<file path="src/rtl/core/ps2_set1_scancode_decoder_defines.svh">
// Assertion macros for the scancode decoder RTL.
`ifndef PS2_SET1_SCANCODE_DECODER_DEFINES_SVH
`define PS2_SET1_SCANCODE_DECODER_DEFINES_SVH

// Implication checked on every rising clk edge, off while in reset.
`define PS2S1_ASSERT(label, prop, msg) \
  label: assert property (@(posedge clk) disable iff (!rst_n) prop) else $error(msg);

// Same, but also checked while reset is held.
`define PS2S1_ASSERT_ALWAYS(label, prop, msg) \
  label: assert property (@(posedge clk) prop) else $error(msg);

`endif

</file>
<file path="src/rtl/core/ps2s1_pkg.sv">
// Types, scancode constants and key tables for the set-1 scancode decoder.
`timescale 1ns / 1ps

package ps2s1_pkg;

  typedef enum logic [3:0] {
    EV_CHAR  = 4'd0,
    EV_ENTER = 4'd1,
    EV_BS    = 4'd2,
    EV_TAB   = 4'd3,
    EV_ESC   = 4'd4,
    EV_LEFT  = 4'd5,
    EV_RIGHT = 4'd6,
    EV_UP    = 4'd7,
    EV_DOWN  = 4'd8,
    EV_HOME  = 4'd9,
    EV_END   = 4'd10,
    EV_DEL   = 4'd11,
    EV_PGUP  = 4'd12,
    EV_PGDN  = 4'd13
  } event_kind_t;

  // Prefix bytes
  localparam logic [7:0] SC_EXT0 = 8'hE0;
  localparam logic [7:0] SC_EXT1 = 8'hE1;

  // Make codes (break flag stripped)
  localparam logic [6:0] CODE_ESC    = 7'h01;
  localparam logic [6:0] CODE_BS     = 7'h0E;
  localparam logic [6:0] CODE_TAB    = 7'h0F;
  localparam logic [6:0] CODE_ENTER  = 7'h1C;
  localparam logic [6:0] CODE_CTRL   = 7'h1D;
  localparam logic [6:0] CODE_LSHIFT = 7'h2A;
  localparam logic [6:0] CODE_RSHIFT = 7'h36;
  localparam logic [6:0] CODE_ALT    = 7'h38;
  localparam logic [6:0] CODE_CAPS   = 7'h3A;
  localparam logic [6:0] CODE_HOME   = 7'h47;
  localparam logic [6:0] CODE_UP     = 7'h48;
  localparam logic [6:0] CODE_PGUP   = 7'h49;
  localparam logic [6:0] CODE_LEFT   = 7'h4B;
  localparam logic [6:0] CODE_RIGHT  = 7'h4D;
  localparam logic [6:0] CODE_END    = 7'h4F;
  localparam logic [6:0] CODE_DOWN   = 7'h50;
  localparam logic [6:0] CODE_PGDN   = 7'h51;
  localparam logic [6:0] CODE_DEL    = 7'h53;

  // Modifier bit positions
  localparam int unsigned MB_SHIFT = 0;
  localparam int unsigned MB_CTRL  = 1;
  localparam int unsigned MB_ALT   = 2;
  localparam int unsigned MB_CAPS  = 3;

  localparam int unsigned TAB_LEN = 64;

  // US layout, unshifted; zero marks no printable key
  localparam logic [6:0] PLAIN_TAB [TAB_LEN] = '{
    7'h00, 7'h1B, 7'h31, 7'h32, 7'h33, 7'h34, 7'h35, 7'h36,
    7'h37, 7'h38, 7'h39, 7'h30, 7'h2D, 7'h3D, 7'h08, 7'h09,
    7'h71, 7'h77, 7'h65, 7'h72, 7'h74, 7'h79, 7'h75, 7'h69,
    7'h6F, 7'h70, 7'h5B, 7'h5D, 7'h0A, 7'h00, 7'h61, 7'h73,
    7'h64, 7'h66, 7'h67, 7'h68, 7'h6A, 7'h6B, 7'h6C, 7'h3B,
    7'h27, 7'h60, 7'h00, 7'h5C, 7'h7A, 7'h78, 7'h63, 7'h76,
    7'h62, 7'h6E, 7'h6D, 7'h2C, 7'h2E, 7'h2F, 7'h00, 7'h2A,
    7'h00, 7'h20, 7'h00, 7'h00, 7'h00, 7'h00, 7'h00, 7'h00
  };

  // US layout, shifted; letters here are the upper-case forms
  localparam logic [6:0] SHIFT_TAB [TAB_LEN] = '{
    7'h00, 7'h1B, 7'h21, 7'h40, 7'h23, 7'h24, 7'h25, 7'h5E,
    7'h26, 7'h2A, 7'h28, 7'h29, 7'h5F, 7'h2B, 7'h08, 7'h09,
    7'h51, 7'h57, 7'h45, 7'h52, 7'h54, 7'h59, 7'h55, 7'h49,
    7'h4F, 7'h50, 7'h7B, 7'h7D, 7'h0A, 7'h00, 7'h41, 7'h53,
    7'h44, 7'h46, 7'h47, 7'h48, 7'h4A, 7'h4B, 7'h4C, 7'h3A,
    7'h22, 7'h7E, 7'h00, 7'h7C, 7'h5A, 7'h58, 7'h43, 7'h56,
    7'h42, 7'h4E, 7'h4D, 7'h3C, 7'h3E, 7'h3F, 7'h00, 7'h2A,
    7'h00, 7'h20, 7'h00, 7'h00, 7'h00, 7'h00, 7'h00, 7'h00
  };

  typedef struct packed {
    logic       ext;   // E0 seen, next code is extended
    logic [3:0] mods;  // caps, alt, ctrl, shift
  } ps2s1_state_t;

  typedef struct packed {
    logic        vld;
    event_kind_t kind;
    logic [6:0]  ch;
    logic [3:0]  mods;
  } ps2s1_event_t;

  function automatic logic is_letter(input logic [5:0] idx);
    return (idx >= 6'h10 && idx <= 6'h19) || (idx >= 6'h1E && idx <= 6'h26) ||
           (idx >= 6'h2C && idx <= 6'h32);
  endfunction

endpackage

</file>
<file path="src/rtl/core/ps2s1_decode.sv">
// Combinational decode of one scancode byte against the modifier and prefix state.
`timescale 1ns / 1ps

module ps2s1_decode (
  input  logic [7:0]              scan_byte,
  input  ps2s1_pkg::ps2s1_state_t st,
  output ps2s1_pkg::ps2s1_state_t st_nxt,
  output ps2s1_pkg::ps2s1_event_t ev
);
  import ps2s1_pkg::*;

  logic       brk;
  logic [6:0] code;
  logic       upper;
  logic [6:0] tab_ch;

  assign brk  = scan_byte[7];
  assign code = scan_byte[6:0];

  // letters follow shift XOR caps, everything else shift alone
  assign upper  = is_letter(code[5:0]) ? (st.mods[MB_SHIFT] ^ st.mods[MB_CAPS])
                                       : st.mods[MB_SHIFT];
  assign tab_ch = upper ? SHIFT_TAB[code[5:0]] : PLAIN_TAB[code[5:0]];

  always_comb begin
    st_nxt  = st;
    ev      = '0;
    ev.kind = EV_CHAR;
    ev.mods = st.mods;
    priority if (scan_byte == SC_EXT0) begin
      st_nxt.ext = 1'b1;
    end else if (scan_byte == SC_EXT1) begin
      st_nxt = st;
    end else if (!st.ext && (code == CODE_LSHIFT || code == CODE_RSHIFT)) begin
      st_nxt.mods[MB_SHIFT] = !brk;
      st_nxt.ext            = 1'b0;
    end else if (code == CODE_CTRL) begin
      // right ctrl arrives as E0 1D and counts the same
      st_nxt.mods[MB_CTRL] = !brk;
      st_nxt.ext           = 1'b0;
    end else if (code == CODE_ALT) begin
      st_nxt.mods[MB_ALT] = !brk;
      st_nxt.ext          = 1'b0;
    end else if (!st.ext && code == CODE_CAPS && !brk) begin
      st_nxt.mods[MB_CAPS] = !st.mods[MB_CAPS];
    end else if (brk) begin
      st_nxt.ext = 1'b0;
    end else if (st.ext) begin
      st_nxt.ext = 1'b0;
      ev.vld     = 1'b1;
      unique case (code)
        CODE_LEFT:  ev.kind = EV_LEFT;
        CODE_RIGHT: ev.kind = EV_RIGHT;
        CODE_UP:    ev.kind = EV_UP;
        CODE_DOWN:  ev.kind = EV_DOWN;
        CODE_HOME:  ev.kind = EV_HOME;
        CODE_END:   ev.kind = EV_END;
        CODE_DEL:   ev.kind = EV_DEL;
        CODE_PGUP:  ev.kind = EV_PGUP;
        CODE_PGDN:  ev.kind = EV_PGDN;
        default:    ev.vld  = 1'b0;
      endcase
    end else begin
      ev.vld = 1'b1;
      unique case (code)
        CODE_ESC:   ev.kind = EV_ESC;
        CODE_BS:    ev.kind = EV_BS;
        CODE_TAB:   ev.kind = EV_TAB;
        CODE_ENTER: ev.kind = EV_ENTER;
        default: begin
          // codes past the table, and empty entries, give nothing
          ev.ch  = code[6] ? 7'd0 : tab_ch;
          ev.vld = !code[6] && (tab_ch != 7'd0);
        end
      endcase
    end
  end

endmodule

</file>
<file path="src/rtl/core/ps2_set1_scancode_decoder.sv">
// Top level of the PS/2 set-1 scancode to key event decoder.
`timescale 1ns / 1ps
`include "ps2_set1_scancode_decoder_defines.svh"

// Takes one raw set-1 scancode byte per request and returns at most one key
// event (char, enter, backspace, tab, esc or an extended navigation key) with
// the shift/ctrl/alt/caps state at that moment. Breaks, prefixes, modifiers
// and unknown codes give no result. One byte is taken every cycle when the
// result side keeps up; each byte passes the input register, then decode
// into the result register. The rate rests on the update of the modifier
// and E0-prefix flags, which each byte reads and rewrites as it is taken.
module ps2_set1_scancode_decoder (
  input  logic       clk,
  input  logic       rst_n,
  input  logic       in_valid,
  output logic       in_ready,
  input  logic [7:0] in_scan_byte,
  output logic       out_valid,
  input  logic       out_ready,
  output logic [3:0] out_event_kind,
  output logic [6:0] out_char_code,
  output logic [3:0] out_modifier_bits
);
  import ps2s1_pkg::*;

  logic         s1_vld_r;
  logic [7:0]   s1_byte_r;
  ps2s1_state_t st_r;
  ps2s1_state_t st_nxt;
  ps2s1_event_t ev;
  logic         out_vld_r;
  logic [3:0]   out_kind_r;
  logic [6:0]   out_ch_r;
  logic [3:0]   out_mods_r;
  logic         out_free;
  logic         s1_take;

  ps2s1_decode u_decode (
    .scan_byte (s1_byte_r),
    .st        (st_r),
    .st_nxt    (st_nxt),
    .ev        (ev)
  );

  assign out_free = !out_vld_r || out_ready;
  // a byte without an event never waits on the result side
  assign s1_take  = s1_vld_r && (!ev.vld || out_free);
  assign in_ready = !s1_vld_r || s1_take;

  always_ff @(posedge clk) begin
    if (!rst_n) begin
      s1_vld_r  <= 1'b0;
      st_r      <= '0;
      out_vld_r <= 1'b0;
    end else begin
      if (in_ready) begin
        s1_vld_r <= in_valid;
      end
      if (s1_take) begin
        st_r <= st_nxt;
      end
      if (s1_take && ev.vld) begin
        out_vld_r <= 1'b1;
      end else if (out_ready) begin
        out_vld_r <= 1'b0;
      end
    end
  end

  always_ff @(posedge clk) begin
    if (in_ready && in_valid) begin
      s1_byte_r <= in_scan_byte;
    end
    if (s1_take && ev.vld) begin
      out_kind_r <= ev.kind;
      out_ch_r   <= ev.ch;
      out_mods_r <= ev.mods;
    end
  end

  assign out_valid         = out_vld_r;
  assign out_event_kind    = out_kind_r;
  assign out_char_code     = out_ch_r;
  assign out_modifier_bits = out_mods_r;

  `PS2S1_ASSERT(a_char_zero_else, out_vld_r && out_kind_r != EV_CHAR |-> out_ch_r == 7'd0, "non-char event carries a character")
  `PS2S1_ASSERT(a_char_nonzero, out_vld_r && out_kind_r == EV_CHAR |-> out_ch_r != 7'd0, "char event with null character")
  `PS2S1_ASSERT(a_e0_sets_ext, s1_take && s1_byte_r == SC_EXT0 |=> st_r.ext, "E0 prefix did not set extended flag")
  `PS2S1_ASSERT(a_e1_no_change, s1_take && s1_byte_r == SC_EXT1 |=> $stable(st_r), "E1 byte changed decoder state")
  `PS2S1_ASSERT_ALWAYS(a_reset_clears, !rst_n |=> !out_vld_r && !s1_vld_r && st_r == '0, "reset left state behind")

endmodule

</file>
<file path="config.mk">
export PLATFORM = sky130hd
export DESIGN_NAME = ps2_set1_scancode_decoder
export DESIGN_NICKNAME = d
export VERILOG_FILES = /design/src/rtl/core/ps2s1_pkg.sv /design/src/rtl/core/ps2s1_decode.sv /design/src/rtl/core/ps2_set1_scancode_decoder.sv
export VERILOG_INCLUDE_DIRS = /design/src /design/src/rtl/core
export SDC_FILE = /design/constraint.sdc
export NUM_CORES = 1
export LEC_CHECK = 0
export BUFFER_PORTS_ARGS = -buffer_cell sky130_fd_sc_hd__buf_4
export CAP_MARGIN = 20
export CORE_ASPECT_RATIO = 1.4
export CORE_UTILIZATION = 50
export DETAILED_ROUTE_END_ITERATION = 10
export PLACE_DENSITY = 0.81
export SYNTH_ARGS = -nofsm -noshare
export SYNTH_HDL_FRONTEND = slang
export SYNTH_HIERARCHICAL = 1
export SYNTH_SLANG_ARGS = --single-unit
</file>
<file path="constraint.sdc">
create_clock -name clk -period 5 [get_ports clk]
set_input_delay 0 -clock clk [delete_from_list [all_inputs] [get_ports clk]]
set_output_delay 0 -clock clk [all_outputs]
set_load 0.05 [all_outputs]
</file>
==> results of run 1 <==
==> sequential cells by signal (all words and copies together) (netlist names) <==
name / flops
s1_byte_r: 8
out_event_kind: 4
s1_vld_r: 1
st_r: 5
out_char_code: 7
out_modifier_bits: 4
out_valid: 1
==> final timing paths <==
| path | start | endpoint | slack [ns] | cells past startpoint |
|---|---|---|---|---|
| setup / recovery | s1_byte_r[2] | out_char_code[4] | 0.99 | 10 |
| hold / removal | rst_n | out_valid | 0.003 | 2 |
| setup reg to reg | s1_byte_r[2] | out_char_code[4] | 0.99 | 10 |
| hold reg to reg | st_r[1] | out_modifier_bits[1] | 0.49 | 0 |
==> layout make-up <==
cell class / instances / area [µm²]
clock inverters: 2 / 12.5
repair buffers: 46 / 368
clock buffers: 6 / 82.6
inverters: 10 / 37.5
flip-flops and latches: 30 / 831
fillers: 499 / 2280
well taps: 68 / 85.1
multi-input cells: 281 / 1820
==> per-layer routing <==
| metal | GRT usage | vias to the layer above |
|---|---|---|
| met1 | 0.353 | 1280 |
| li1 | - | 1341 |
| met2 | 0.463 | 227 |
| met4 | 0.160 | 0 |
| met5 | 0 | - |
| met3 | 0.0528 | 48 |
==> kinds of logic (layout without fill, tap and decap cells) <==
family                     after synthesis  count (layout)  share of synthesized area
buffers and inverters                   45              64                     0.0734
DFF                                     30              30                      0.290
and+or+nand+nor                        132             132                      0.230
AOI/OAI and AO/OA                      120             120                      0.295
muxes                                   14              14                     0.0515
xor gates and xnor gates                 4               4                     0.0122
adders and majority gates               11              11                     0.0480
==> through the flow <==
step                setup WS (ns)  utilization
finish                      0.989        0.587
global route                0.727        0.587
CTS                          1.00        0.587
detailed placement           1.01        0.553
global placement             1.18        0.553
floorplan                   0.705            -
==> worst register-to-register path, cell delays in order, from the launching register on <==
cell	delay (ns)
edfxtp_1	0.63
buf_4	0.43
or2_1	0.19
a211oi_1	0.10
or4_4	0.56
o211ai_4	0.31
mux2_4	0.34
a22oi_1	0.22
a311oi_2	0.20
a21boi_4	0.29
and2_2	0.41
==> where the power goes <==
group          switching [W]  internal (W)  total [W]
Combinational       0.000117     0.0000680   0.000185
Sequential        0.00000771      0.000275   0.000283
Clock              0.0000954      0.000110   0.000206
Total               0.000220      0.000454   0.000674
==> synthesized netlist by cell type (2+ instances only) <==
cell type  count  area, µm²
or2_1          2       12.5
nand2_1       42        158
nand3b_1       2       15.0
nor4_1         2       12.5
xor2_1         2       17.5
buf_2          9       45.0
o31ai_1        3       22.5
a221oi_1       3       26.3
clkbuf_1      14       52.6
a21oi_1       27        135
a311oi_1       2       17.5
dfxtp_1        7        140
buf_4          6       45.0
o21ai_0       25        125
xnor2_1        2       17.5
o21a_1         3       22.5
nor3_1         8       40.0
and2_1         6       37.5
nor2_1        24       90.1
mux2_2         2       22.5
nand2b_1       7       43.8
o32ai_1        2       17.5
nor2b_1       17        106
ha_1          11        138
inv_1          9       33.8
a31oi_1        8       50.1
buf_1          5       18.8
mux2i_1       11        110
a22oi_1        2       15.0
o22ai_1        5       31.3
a21o_1         2       15.0
a211oi_1      11       82.6
a21boi_0       2       15.0
edfxtp_1      23        691
o211ai_1       5       37.5
nand3_1       12       60.1
o221ai_1       4       35.0
==> metrics.cfg, run 1 <==
[placement]
io_buffers=28
dp_hpwl_um=5990
placedCellCount=426
placed_cell_area_mm2=0.00306
globalplace.congestion=1.06

[clock_tree]
h-tree-depth=2
clock-sinks=30
cts_buffer_depth=2
cts_made_buffers=5
post_cts_resized=0
clk_pin_slew_ns=0.07
post-cts-setup-buffer-count=0
cts-root-buf=clkbuf_8
worstSkewPairLatency_ns=0.29
cts_hold_buf=9
cts_tree=done

[synthesis]
synth.distinct_cells=66
synthArstFlopShare=0
synth_area_mm2=0.00287
ys_warn_count=6
syn-num-nets=379
synth_edf_count=23
synth_ff_type=edfxtp_1
ys_ff_latch=30
syn_avg_cell_area_um2=8.05
syn_inst=356
seq_area_frac_synth=0.290

[layout]
n_antenna_cell=0
drive_gt1_frac=0.157
fin_nets=397
stdcell_area_mm2=0.00324
layout_common_cells=42 x nand2_1, 37 x buf_4, 27 x a21oi_1
syn2layout_area_growth_pct=13.1
stdcell_count=443
final_common_cell=nand2_1

[die]
die_w_um=66.0
start_util=0.519
core_region_area_mm2=0.00553
die_y_um=91.6
die-area_mm2=0.00604
boundaryPins=29
rows=32

[routing]
met1Wirelength_um=3110
ant_nets=0
first_pass_iters=5
dr.max_layer_used=met4
drt_iter0_drc=361
wl_per_cell_um=18.9
drc=0
vias=2896
drt-total-wl_um=8380
met3_length_um=855
viasPerCell=6.54
route.met2.wl_um=3920

[critical_path]
end_kind=flop
worstSetupPathType=reg2reg
crit_arrival_ns=3.97
slowest_delay_ns=0.63
path_cells=buf_4, or2_1, a211oi_1, or4_4, o211ai_4, mux2_4, a22oi_1, a311oi_2, a21boi_4, and2_2
cp_num_buf_inv=1
start_kind=flop
worstPathRequired_ns=4.96
critPathTopFamily=simple AND/OR/NAND/NOR gates
critPathSlowestCell=edfxtp_1
path_max_fanout=40

[global_route]
grtUsageTotal=0.288
grt_pass1_vias=2652
antenna_found_initial=0
grt_max_degree=53
overflow=0
grt_first_pass_wirelength_um=13300

[timing]
worstMarginPinSlew_ns=0.693
rsz0062_at_grt=no
max_freq_ghz=0.249
maxSlewViolCount=0
setup_viol=0
hold_viol=0
holdWs_ns=0.00312
fin_tns_setup_ns=0
fin_crit_sh=0.802
period_needed_ns=4.01
worst_slew_margin_rel=0.536
finClkSkew_ns=0.00760

[worst_hold_path]
hold_path.class=in2reg

[job]
drv_cap=0

[pwr]
cellPowerDensity_mw_per_mm2=208
p_leak_nw=1.17
power_w=0.000674
ir_drop_mv=0.174

[run_status]
status=finished, final reports clean

(Power assumes the default switching activity.)
==> run 2: changes to the inputs <==
- ABC_AREA: unset -> 1
- PLACE_DENSITY: 0.81 -> 0.84
- clock period: 5 -> 3.4 ns (I/O delays scaled with it)
==> run 2 against run 1 <==
Wire length increased by 8.5%. Worst hold slack improved by 0.14 ns. Cell count increased by 20%. First-iteration DRC count decreased by 4.2%. Clock power increased by 110%. Global-route usage increased by 4.6 points. Utilization increased by 4.2 points. Setup slack got worse by 0.83 ns. Critical endpoint is now out_valid. Die area decreased by 3.8%. Non-clock buffer count increased by 7.
==> metrics.cfg, run 2 <==
[synthesis]
synth_xor_area_frac=0.00636
synthTopCellsByCount=125 x nand2_1, 47 x nor2_1, 46 x nand3_1
synth_top_family_by_area=simple AND/OR/NAND/NOR gates
syn_avg_cell_area_um2=6.57
syn_inst=419
synth.largest_area_cell=edfxtp_1
ys_ff_latch=30
ys_warn_count=6
ys_top_cells_by_area=edfxtp_1 25%, nand2_1 17%, nand3_1 8.4%, nor2_1 6.4%, inv_1 6.1%
synthArstFlopShare=0
seq_area_frac_synth=0.302
yosysMostFrequentCell=nand2_1
yosys.area_share.simple=0.409
synth_area_mm2=0.00275
syn-num-nets=442
yosysTopAreaCellShare=0.251
synth_ff_type=edfxtp_1
synth_mux_area_frac=0
synth_compound_area_frac=0.120
synth.distinct_cells=35
synth_edf_count=23
synthAdderAreaFrac=0.0500

[critical_path]
crit_arrival_ns=3.48
worstSetupPathType=reg2reg
critPathSlowestCell=dlygate4sd3_1
path_max_fanout=6
cp_num_buf_inv=3
end_kind=flop
crit_top_cell=nand2_1
path_cells=nand2_1, inv_1, o21ai_0, nor2_1, nor2_1, nand3_1, nand3_1, nand2_1, nand2_1, nor2_1, nand2_1, nand2_1, a21oi_2, o2bb2ai_1, nand2_1, dlygate4sd3_1, inv_1
slowest_delay_ns=0.56
worstPathRequired_ns=3.63
start_kind=flop
critPathTopFamily=simple AND/OR/NAND/NOR gates

[routing]
wl_per_cell_um=17.2
vias=3098
drt_iter0_drc=346
first_pass_iters=5
viasPerCell=5.85
drt-total-wl_um=9100
drc=0
ant_nets=0

[layout]
layout_common_cells=125 x nand2_1, 46 x nand3_1, 46 x nor2_1
fillers=505
largest_reg_flops=8
fin_nets=486
stdcell_area_mm2=0.00329
syn2layout_area_growth_pct=19.5
stdcell_count=530
largest_register=s1_byte_r
drive_gt1_frac=0.164
n_antenna_cell=0
final_common_cell=nand2_1

[pwr]
netSwitchingPower_w=0.000369
p_leak_nw=1.59
power_w=0.00118
p_comb_frac=0.274
power_frac_clock=0.365
power_frac_seq=0.361
intPower_w=0.000807
ir_drop_mv=0.483
p_sw_frac=0.314
cellPowerDensity_mw_per_mm2=357

[die]
core_region_area_mm2=0.00524
die-area_mm2=0.00581
rows=31
start_util=0.526
die_y_um=89.8
boundaryPins=29
die_w_um=64.7

[placement]
placedCellCount=510
dp_slack_ns=0.333
placed_cell_area_mm2=0.00304
globalplace.congestion=1.08
dp_hpwl_um=6910
io_buffers=28

[run_status]
status=finished, final reports clean

[global_route]
grtUsageTotal=0.334
overflow=0
antenna_found_initial=0
grt_max_degree=21
grt_first_pass_wirelength_um=14600
grt_pass1_vias=2947

[timing]
worst_slew_margin_rel=0.527
fin_crit_sh=0.954
hold_viol=0
worstMarginPinSlew_ns=0.691
period_needed_ns=3.24
maxSlewViolCount=0
fin_tns_setup_ns=0
rsz0062_at_grt=no
setup_ws_ns=0.156
max_freq_ghz=0.308
finClkSkew_ns=0.00975
setup_viol=0

[clock_tree]
cts_made_buffers=5
h-tree-depth=2
clock-sinks=30
cts_buffer_depth=2
cts-root-buf=clkbuf_8
worstSkewPairLatency_ns=0.29
cts_tree=done
clk_pin_slew_ns=0.06

[worst_hold_path]
hold_path.class=in2reg

[job]
drv_cap=0

## run 2: path summary, 6_finish.rpt
check | cells past startpoint | slack (ns) | to | startpoint
worst min register to register | 0 | 0.49 | out_modifier_bits[1] | st_r[1]
worst max-delay path | 17 | 0.16 | out_valid | s1_byte_r[4]
worst max register to register | 17 | 0.16 | out_valid | s1_byte_r[4]
worst min-delay path | 4 | 0.14 | s1_vld_r | out_ready
## run 2: cell type report
type / instances / area, µm² / share of cell area
clock buffer: 5 / 68.8 / 0.0209
clock inverter: 3 / 63.8 / 0.0194
inverter: 51 / 191 / 0.0582
multi-input combinational: 322 / 1620 / 0.491
sequential: 30 / 831 / 0.252
tap: 66 / 82.6 / 0.0251
timing repair buffer: 53 / 438 / 0.133
## run 2: timing repair
| item | 4_1_cts | 5_1_grt |
|---|---|---|
| endpoints found under the hold margin | 15 | 0 |
| setup endpoints to repair | 0 | 10 |
| buffers inserted | 0 | 1 |
| hold buffers | 11 | 0 |
| resized for setup | 0 | 1 |
## run 2: stage by stage
step | hold slack [ns] | util
after global routing | 0.181 | 0.628
final | 0.139 | 0.628
after global placement | 0.178 | 0.580
after detailed placement | 0.180 | 0.580
after CTS | 0.0982 | 0.627
after floorplan | 0.0976 | -
## run 2: logic make-up after synthesis
kind of cell    count (synthesis)
fa+ha+maj                      11
xor+xnor                        2
flops                          30
simple gates                  251
buf+inv                        67
compound gates                 58
## run 2: power by group through the flow
| stage | clock [W] | combinational [W] | sequential, W |
|---|---|---|---|
| floorplan | 0 | 0.000206 | 0.000441 |
| global placement | 0 | 0.000302 | 0.000432 |
| detailed placement | 0 | 0.000299 | 0.000433 |
| CTS | 0.000431 | 0.000310 | 0.000425 |
| global route | 0.000447 | 0.000352 | 0.000426 |
| finish | 0.000429 | 0.000323 | 0.000424 |
## run 2: worst min-delay path: cells and delay by family
family,cells,cell delay (ns)
buffers and inverters,2,0.13
AND/OR/NAND/NOR,1,0.11
AO/OA/AOI/OAI,1,0.12
## run 2: routing by layer
layer / GRT usage / vias to the layer above / wire length, µm
li1: - / 1459 / -
met1: 0.388 / 1403 / 3270
met2: 0.535 / 186 / 4390
met3: 0.0546 / 50 / 710
met4: 0.254 / 0 / 721
met5: 0 / - / 0
